`config.mk`:
```
export PLATFORM = sky130hd
export DESIGN_NAME = incremental_pid_speed_step_core
export DESIGN_NICKNAME = d
export VERILOG_FILES = /design/src/rtl/core/ipss_pkg.sv /design/src/rtl/core/ipss_terms.sv /design/src/rtl/core/ipss_finish.sv /design/src/rtl/core/incremental_pid_speed_step_core.sv
export SDC_FILE = /design/constraint.sdc
export NUM_CORES = 2
export LEC_CHECK = 0
export ABC_AREA = 1
export BUFFER_PORTS_ARGS = -buffer_cell sky130_fd_sc_hd__buf_2
export CORE_MARGIN = 2
export CORE_UTILIZATION = 30
export DETAILED_ROUTE_END_ITERATION = 8
export PLACE_DENSITY = 0.49
export SETUP_SLACK_MARGIN = 0.4
export SYNTH_ARGS = -nofsm -noshare
export SYNTH_HDL_FRONTEND = slang
export SYNTH_SLANG_ARGS = --single-unit
```
`constraint.sdc`:
```
create_clock -name clk -period 10.2 [get_ports clk]
set_input_delay 2.04 -clock clk [delete_from_list [all_inputs] [get_ports clk]]
set_output_delay 2.04 -clock clk [all_outputs]
set_load 0.01 [all_outputs]
```
`src/rtl/core/ipss_pkg.sv`:
```
// Package for the incremental PID speed step core.
// Holds field widths, band thresholds, offsets and the stage-to-stage struct.
// No dependencies.
package ipss_pkg;

  localparam int GAIN_FRAC_BITS = 8;

  localparam int SPEED_W = 16;
  localparam int GAIN_W  = 16;
  localparam int ERR_W   = SPEED_W + 1;
  localparam int PDIF_W  = ERR_W + 1;
  localparam int D2_W    = ERR_W + 2;
  localparam int PROD_P_W = GAIN_W + 1 + PDIF_W;
  localparam int PROD_I_W = GAIN_W + 1 + ERR_W;
  localparam int PROD_D_W = GAIN_W + 1 + D2_W;
  localparam int SUM_W   = PROD_D_W + 2;
  localparam int OFF_W   = 10;
  localparam int OUT_W   = 32;
  localparam int CFG_IDX_W = 2;

  localparam logic [CFG_IDX_W-1:0] REG_LOOP_MODE = 2'd0;
  localparam logic [CFG_IDX_W-1:0] REG_PROP_GAIN = 2'd1;
  localparam logic [CFG_IDX_W-1:0] REG_INT_GAIN  = 2'd2;
  localparam logic [CFG_IDX_W-1:0] REG_DER_GAIN  = 2'd3;

  localparam logic [GAIN_W-1:0] PROP_GAIN_RESET = 16'd1280;
  localparam logic [GAIN_W-1:0] INT_GAIN_RESET  = 16'd102;
  localparam logic [GAIN_W-1:0] DER_GAIN_RESET  = 16'd0;

  localparam logic OP_STEP  = 1'b0;
  localparam logic OP_CLEAR = 1'b1;

  localparam logic MODE_PID  = 1'b0;
  localparam logic MODE_DAMP = 1'b1;

  localparam int BAND_100 = -100;
  localparam int BAND_80  = -80;
  localparam int BAND_70  = -70;
  localparam int BAND_50  = -50;
  localparam int BAND_30  = -30;
  localparam int BOOST_THRESHOLD = 50;

  localparam logic signed [OFF_W-1:0] OFF_PID_70   = -10'sd80;
  localparam logic signed [OFF_W-1:0] OFF_PID_50   = -10'sd50;
  localparam logic signed [OFF_W-1:0] OFF_PID_30   = -10'sd20;
  localparam logic signed [OFF_W-1:0] OFF_BOOST_HI = 10'sd170;
  localparam logic signed [OFF_W-1:0] OFF_BOOST_LO = 10'sd120;
  localparam logic signed [OFF_W-1:0] OFF_DAMP_100 = -10'sd400;
  localparam logic signed [OFF_W-1:0] OFF_DAMP_80  = -10'sd300;
  localparam logic signed [OFF_W-1:0] OFF_DAMP_50  = -10'sd250;
  localparam logic signed [OFF_W-1:0] OFF_DAMP_30  = -10'sd200;

  typedef struct packed {
    logic                        clear;
    logic signed [PROD_P_W-1:0]  prod_p;
    logic signed [PROD_I_W-1:0]  prod_i;
    logic signed [PROD_D_W-1:0]  prod_d;
    logic signed [OFF_W-1:0]     offset;
  } ipss_terms_t;

endpackage

```
`src/rtl/core/ipss_terms.sv`:
```
// First stage of the speed step: error, difference terms, gain products and band offset.
// Holds the controller state (errors, last speed, boost flag). Depends on ipss_pkg.
module ipss_terms (
  input  logic                            clk,
  input  logic                            rst,
  input  logic                            advance,
  input  logic                            operation,
  input  logic signed [ipss_pkg::SPEED_W-1:0] measured_speed,
  input  logic signed [ipss_pkg::SPEED_W-1:0] target_speed,
  input  logic                            loop_mode,
  input  logic [ipss_pkg::GAIN_W-1:0]     proportional_gain,
  input  logic [ipss_pkg::GAIN_W-1:0]     integral_gain,
  input  logic [ipss_pkg::GAIN_W-1:0]     derivative_gain,
  output ipss_pkg::ipss_terms_t           terms
);
  import ipss_pkg::*;

  logic signed [ERR_W-1:0]   last_error;
  logic signed [ERR_W-1:0]   previous_error;
  logic signed [SPEED_W-1:0] last_speed;
  logic                      boost_flag;
  logic                      boost_flag_next;

  logic signed [ERR_W-1:0]  err;
  logic signed [ERR_W-1:0]  accel;
  logic signed [PDIF_W-1:0] pterm;
  logic signed [D2_W-1:0]   d2;
  logic signed [GAIN_W:0]   kp_s;
  logic signed [GAIN_W:0]   ki_s;
  logic signed [GAIN_W:0]   kd_s;
  logic signed [OFF_W-1:0]  offset;
  logic signed [31:0]       err_i;

  always_comb begin
    err   = ERR_W'(target_speed) - ERR_W'(measured_speed);
    accel = ERR_W'(measured_speed) - ERR_W'(last_speed);
    if (loop_mode == MODE_DAMP) begin
      pterm = -PDIF_W'(accel);
    end else begin
      pterm = PDIF_W'(err) - PDIF_W'(last_error);
    end
    d2 = D2_W'(err) - (D2_W'(last_error) <<< 1) + D2_W'(previous_error);
    kp_s = {1'b0, proportional_gain};
    ki_s = {1'b0, integral_gain};
    kd_s = {1'b0, derivative_gain};
    err_i = 32'(err);
  end

  always_comb begin
    offset = '0;
    boost_flag_next = boost_flag;
    if (loop_mode == MODE_PID) begin
      if (err_i < BAND_70) begin
        offset = OFF_PID_70;
        boost_flag_next = 1'b1;
      end else if (err_i < BAND_50) begin
        offset = OFF_PID_50;
        boost_flag_next = 1'b1;
      end else if (err_i < BAND_30) begin
        offset = OFF_PID_30;
        boost_flag_next = 1'b1;
      end else if (err_i > BOOST_THRESHOLD) begin
        if (boost_flag) begin
          offset = OFF_BOOST_HI;
          boost_flag_next = 1'b0;
        end else begin
          offset = OFF_BOOST_LO;
        end
      end
    end else begin
      if (err_i < BAND_100) begin
        offset = OFF_DAMP_100;
      end else if (err_i < BAND_80) begin
        offset = OFF_DAMP_80;
      end else if (err_i < BAND_50) begin
        offset = OFF_DAMP_50;
      end else if (err_i < BAND_30) begin
        offset = OFF_DAMP_30;
      end
    end
  end

  always_comb begin
    terms.clear  = (operation == OP_CLEAR);
    terms.prod_p = PROD_P_W'(kp_s) * PROD_P_W'(pterm);
    terms.prod_i = PROD_I_W'(ki_s) * PROD_I_W'(err);
    terms.prod_d = PROD_D_W'(kd_s) * PROD_D_W'(d2);
    terms.offset = offset;
  end

  always_ff @(posedge clk) begin
    if (rst) begin
      last_error     <= '0;
      previous_error <= '0;
      last_speed     <= '0;
      boost_flag     <= 1'b0;
    end else if (advance) begin
      if (operation == OP_CLEAR) begin
        last_error     <= '0;
        previous_error <= '0;
        last_speed     <= '0;
        boost_flag     <= 1'b0;
      end else begin
        previous_error <= last_error;
        last_error     <= err;
        if (loop_mode == MODE_DAMP) begin
          last_speed <= measured_speed;
        end else begin
          boost_flag <= boost_flag_next;
        end
      end
    end
  end

endmodule

```
`src/rtl/core/ipss_finish.sv`:
```
// Second stage of the speed step: sums the products, truncates toward zero,
// adds the band offset and saturates to 32 bits. Depends on ipss_pkg.
module ipss_finish (
  input  ipss_pkg::ipss_terms_t               terms,
  output logic signed [ipss_pkg::OUT_W-1:0]   result
);
  import ipss_pkg::*;

  localparam logic signed [SUM_W-1:0] SAT_MAX = SUM_W'(64'sd2147483647);
  localparam logic signed [SUM_W-1:0] SAT_MIN = SUM_W'(-64'sd2147483648);

  logic signed [SUM_W-1:0] sum;
  logic signed [SUM_W-1:0] mag;
  logic signed [SUM_W-1:0] quot;
  logic signed [SUM_W-1:0] total;

  always_comb begin
    sum = SUM_W'(terms.prod_p) + SUM_W'(terms.prod_i) + SUM_W'(terms.prod_d);
    mag = sum[SUM_W-1] ? -sum : sum;
    quot = mag >>> GAIN_FRAC_BITS;
    if (sum[SUM_W-1]) begin
      quot = -quot;
    end
    total = quot + SUM_W'(terms.offset);
    if (terms.clear) begin
      result = '0;
    end else if (total > SAT_MAX) begin
      result = OUT_W'(SAT_MAX);
    end else if (total < SAT_MIN) begin
      result = OUT_W'(SAT_MIN);
    end else begin
      result = OUT_W'(total);
    end
  end

endmodule

```
`src/rtl/core/incremental_pid_speed_step_core.sv`:
```
// Top level of the incremental PID speed step core.
// Holds the configuration registers and the input, middle and result registers.
// Depends on ipss_pkg, ipss_terms and ipss_finish.
//
// Usage: an item (operation, measured_speed, target_speed) enters on the
// item_valid/item_ready handshake and yields exactly one drive_increment on
// the result_valid/result_ready handshake. A clear item zeroes the stored
// errors, last speed and boost flag and returns zero.
// Throughput: one item per cycle while the receiver does not stall; the
// stages are the input register, the gain product register and the result
// register.
// Configuration must be written through cfg_write_enable, cfg_index and
// cfg_data only while no item is in flight; the block does not enforce this. Unknown indexes are ignored.
// Reset clears all pipeline valids and the controller state and restores
// the default gains and mode.
// When the receiver stalls, the result register holds its item and the
// stages behind it keep filling; item_ready drops once all three are full.
module incremental_pid_speed_step_core (
  input  logic                                clk,
  input  logic                                rst,
  input  logic                                item_valid,
  output logic                                item_ready,
  input  logic                                operation,
  input  logic signed [ipss_pkg::SPEED_W-1:0] measured_speed,
  input  logic signed [ipss_pkg::SPEED_W-1:0] target_speed,
  output logic                                result_valid,
  input  logic                                result_ready,
  output logic signed [ipss_pkg::OUT_W-1:0]   drive_increment,
  input  logic                                cfg_write_enable,
  input  logic [ipss_pkg::CFG_IDX_W-1:0]      cfg_index,
  input  logic [ipss_pkg::GAIN_W-1:0]         cfg_data
);
  import ipss_pkg::*;

  logic                      loop_mode;
  logic [GAIN_W-1:0]         proportional_gain;
  logic [GAIN_W-1:0]         integral_gain;
  logic [GAIN_W-1:0]         derivative_gain;

  logic                      in_full;
  logic                      op_q;
  logic signed [SPEED_W-1:0] meas_q;
  logic signed [SPEED_W-1:0] targ_q;

  logic                      mid_full;
  ipss_terms_t               mid_q;
  ipss_terms_t               terms;

  logic signed [OUT_W-1:0]   result_next;

  logic                      out_open;
  logic                      mid_open;
  logic                      in_move;

  assign out_open   = !result_valid || result_ready;
  assign mid_open   = !mid_full || out_open;
  assign in_move    = in_full && mid_open;
  assign item_ready = !in_full || mid_open;

  always_ff @(posedge clk) begin
    if (rst) begin
      loop_mode         <= MODE_PID;
      proportional_gain <= PROP_GAIN_RESET;
      integral_gain     <= INT_GAIN_RESET;
      derivative_gain   <= DER_GAIN_RESET;
    end else if (cfg_write_enable) begin
      case (cfg_index)
        REG_LOOP_MODE: loop_mode         <= cfg_data[0];
        REG_PROP_GAIN: proportional_gain <= cfg_data;
        REG_INT_GAIN:  integral_gain     <= cfg_data;
        REG_DER_GAIN:  derivative_gain   <= cfg_data;
        default: ;
      endcase
    end
  end

  always_ff @(posedge clk) begin
    if (rst) begin
      in_full      <= 1'b0;
      mid_full     <= 1'b0;
      result_valid <= 1'b0;
    end else begin
      if (item_ready) begin
        in_full <= item_valid;
      end
      if (mid_open) begin
        mid_full <= in_full;
      end
      if (out_open) begin
        result_valid <= mid_full;
      end
    end
  end

  always_ff @(posedge clk) begin
    if (item_ready && item_valid) begin
      op_q   <= operation;
      meas_q <= measured_speed;
      targ_q <= target_speed;
    end
    if (in_move) begin
      mid_q <= terms;
    end
    if (out_open && mid_full) begin
      drive_increment <= result_next;
    end
  end

  ipss_terms u_terms (
    .clk               (clk),
    .rst               (rst),
    .advance           (in_move),
    .operation         (op_q),
    .measured_speed    (meas_q),
    .target_speed      (targ_q),
    .loop_mode         (loop_mode),
    .proportional_gain (proportional_gain),
    .integral_gain     (integral_gain),
    .derivative_gain   (derivative_gain),
    .terms             (terms)
  );

  ipss_finish u_finish (
    .terms  (mid_q),
    .result (result_next)
  );

endmodule

```
==> impl_metrics.csv <==
group,metric,value,unit
sta,rsz0062_at_grt,"true",
finish,finalNetCount,7909,
routing,drt_wl_total,169000,um
worst_setup_path,cp_data_arrival_time,9780,ps
finish,final_cell_mix,"nand2_1, inv_1, fa_1, nor2_1, ha_1",
grt,grt_use_met3,0.0201,
synth,synth_cells,6388,
synth,async_flop_share,0,
grt,antenna_found_initial,6,
worst_setup_path,crit_path_top_delay_cell,"fa_1",
clock_tree,cts_tree,"yes",
floorplanning,coreArea,170000,um^2
sta,finalHoldViolations,0,
worst_setup_path,worst_setup_path_end_kind,"register",
routing,wl_per_cell,19.2,um
finish,final_common_cell,"nand2_1",
clock_tree,h-tree-depth,2,
floorplanning,num_rows,151,
floorplanning,num_io_pins,90,
grt,grt_usage,0.196,
sta,fmax,106,MHz
synth,netlist.top_cell.by_area,"fa_1",
sta,finClkSkew,69.3,ps
synth,synth_flop_cell,"edfxtp_1",
worst_setup_path,crit_type,"reg2reg",
flow_run,timing.max_cap.violations,0,
sta,tightest_slew,1180,ps
clock_tree,hold_buffers,0,
placed_design,portBuffers,89,
worst_setup_path,cpMostUsedCell,"nand2_1",
routing,avgViaCountPerCell,4.71,
grt,use_met1,0.263,
clock_tree,cts_buffer_depth,3,
placed_design,dp_hpwl,143000,um
finish,area_delta_synth_final,11.2,%
clock_tree,cts_made_buffers,41,
synth,yosys.cell_types.count,49,
floorplanning,die_x,417,um
sta,report.final.slew_viol_count,0,
hold_path,min_path_type,"reg2reg",
worst_setup_path,cp-start-kind,"register",
synth,syn-num-nets,7760,
synth,yosysTopAreaCellShare,0.338,
grt,use_met2,0.333,
clock_tree,clk_latency,660,ps
clock_tree,clock_sinks,283,
routing,first_iter_violations,2502,
synth,synth_area,51300,um^2
grt,overflow,0,
sta,slew_headroom,0.210,
routing,antenna_left,0,
floorplanning,initial_utilization,0.302,
floorplanning,die_h,417,um
sta,period_share,0.926,
synth,yosys-top-cells-area,"fa_1, ha_1, edfxtp_1",
grt,first_global_vias,43000,
clock_tree,root_buffer,"clkbuf_16",
floorplanning,dieArea,174000,um^2
grt,grt_max_degree,61,
finish,nFillCells,18000,
sta,setup_tns,0,ps
placed_design,place.gp.congestion,0.921,
synth,synth.yosys.warnings,0,
worst_setup_path,crit_path_max_fanout,4,
run_status,status,"finished, final reports clean",
routing,vias,41400,
worst_setup_path,cp.required,10540,ps
synth,yosysSeqAreaShare,0.146,
synth,synth_edf_count,180,
routing,drtPass1Iterations,6,
synth,syn_area_per_cell,8.03,um^2
routing,drc,0,
finish,drive_gt1_frac,0.0813,
worst_setup_path,worst_path_largest_cell_delay,600,ps
sta,finalSetupViolations,0,
synth,ys_seq_elements,283,
grt,busiest_layer,"met2",
sta,post-route-min-period,9440,ps
grt,grt_pass1_wl,260000,um
clock_tree,clk_pin_slew,80,ps
==> path summary, 6_finish.rpt <==
kind,startpoint,end,slack (ps),depth (start not counted)
worst max-delay path,meas_q[2],mid_q[45],760,54
worst min-delay path,u_terms.last_error[4],u_terms.previous_error[4],440,2
worst max register to register,meas_q[2],mid_q[45],760,54
worst min register to register,u_terms.last_error[4],u_terms.previous_error[4],440,2
==> cells by family (layout without fill, tap and decap cells) <==
kind of cell | count (synthesis) | after routing | synth area share
adders and majority gates | 1316 | 1316 | 0.448
and+or+nand+nor | 2362 | 2362 | 0.188
xor gates and xnor gates | 199 | 199 | 0.0343
buffers and inverters | 1624 | 1806 | 0.120
other | 0 | 3 | 0
DFF | 283 | 283 | 0.146
AOI/OAI and AO/OA | 604 | 604 | 0.0643
==> layer usage <==
metal | part of all wire | wire length (um)
met1 | 0.45 | 75200
met2 | 0.47 | 79400
met3 | 0.051 | 8520
met4 | 0.033 | 5560
met5 | 0.000077 | 13
==> Yosys cell counts, types with 2 or more instances <==
| cell | count |
|---|---|
| a21o_1 | 8 |
| nor4_1 | 6 |
| nand2_4 | 4 |
| o21ai_1 | 2 |
| buf_2 | 5 |
| dfxtp_1 | 103 |
| inv_1 | 1409 |
| o211ai_1 | 14 |
| nand3_1 | 211 |
| xnor2_1 | 72 |
| nor2_4 | 6 |
| o21bai_1 | 18 |
| nor3_1 | 24 |
| ha_1 | 449 |
| o2111ai_1 | 3 |
| o221ai_1 | 6 |
| a31oi_1 | 21 |
| nor2_1 | 561 |
| nand3_2 | 8 |
| nand3b_1 | 9 |
| inv_2 | 26 |
| xor2_1 | 125 |
| edfxtp_1 | 180 |
| nand2_2 | 26 |
| buf_6 | 3 |
| clkinv_1 | 30 |
| nand2_1 | 1409 |
| or2_2 | 22 |
| buf_1 | 15 |
| nand4_1 | 49 |
| o21ai_0 | 161 |
| o21a_1 | 10 |
| xor2_2 | 2 |
| a21boi_0 | 11 |
| clkbuf_1 | 134 |
| and2_1 | 4 |
| fa_1 | 867 |
| nor2_2 | 20 |
| a211oi_1 | 9 |
| o31ai_1 | 10 |
| a21oi_1 | 327 |
| buf_4 | 2 |
==> worst max-delay path: cells and delay by family (launching register included) <==
kind | cells | cell delay, ps
AO/OA/AOI/OAI | 9 | 1050
adder cells (fa/ha/maj) | 10 | 4390
XOR/XNOR | 1 | 70
AND/OR/NAND/NOR | 22 | 2330
flip-flops | 1 | 400
buffers and inverters | 12 | 900
==> registers in the layout (all words and copies together), names as in the netlist <==
name / cells
u_terms.last_error: 17
op_q: 1
result_valid: 1
meas_q: 16
u_terms.boost_flag: 1
proportional_gain: 16
targ_q: 16
u_terms.previous_error: 17
in_full: 1
derivative_gain: 16
drive_increment: 32
mid_q: 115
mid_full: 1
integral_gain: 16
loop_mode: 1
u_terms.last_speed: 16
==> stage by stage <==
stage	utilization	cells	area [um^2]	worst slack (ps)	hold WS, ps
global route	0.336	8788	57000	281	479
CTS	0.333	8775	56500	416	442
detailed placement	0.325	8698	55100	7.39	458
global placement	0.325	8698	55100	79.1	457
finish	0.336	8791	57000	756	438
floorplan	-	6388	51300	458	445
==> cell type report <==
class | count | area, um^2 | area share
diodes | 3 | 7.51 | 0.000132
flip-flops and latches | 283 | 7470 | 0.131
multi-input cells | 4481 | 38100 | 0.669
clock inverters | 27 | 264 | 0.00463
repair buffers | 265 | 1800 | 0.0316
clock buffers | 49 | 1070 | 0.0187
well taps | 2218 | 2780 | 0.0487
inverters | 1465 | 5510 | 0.0966
==> timing repair <==
action	CTS	global route
setup buffers	1	13
endpoints found under the setup margin	7	31
cloned	0	0
pin swaps	1	26
resized for setup	15	106
Power is not shown: default switching activity piles up to over one toggle a cycle in this logic, so the estimate is an artifact.
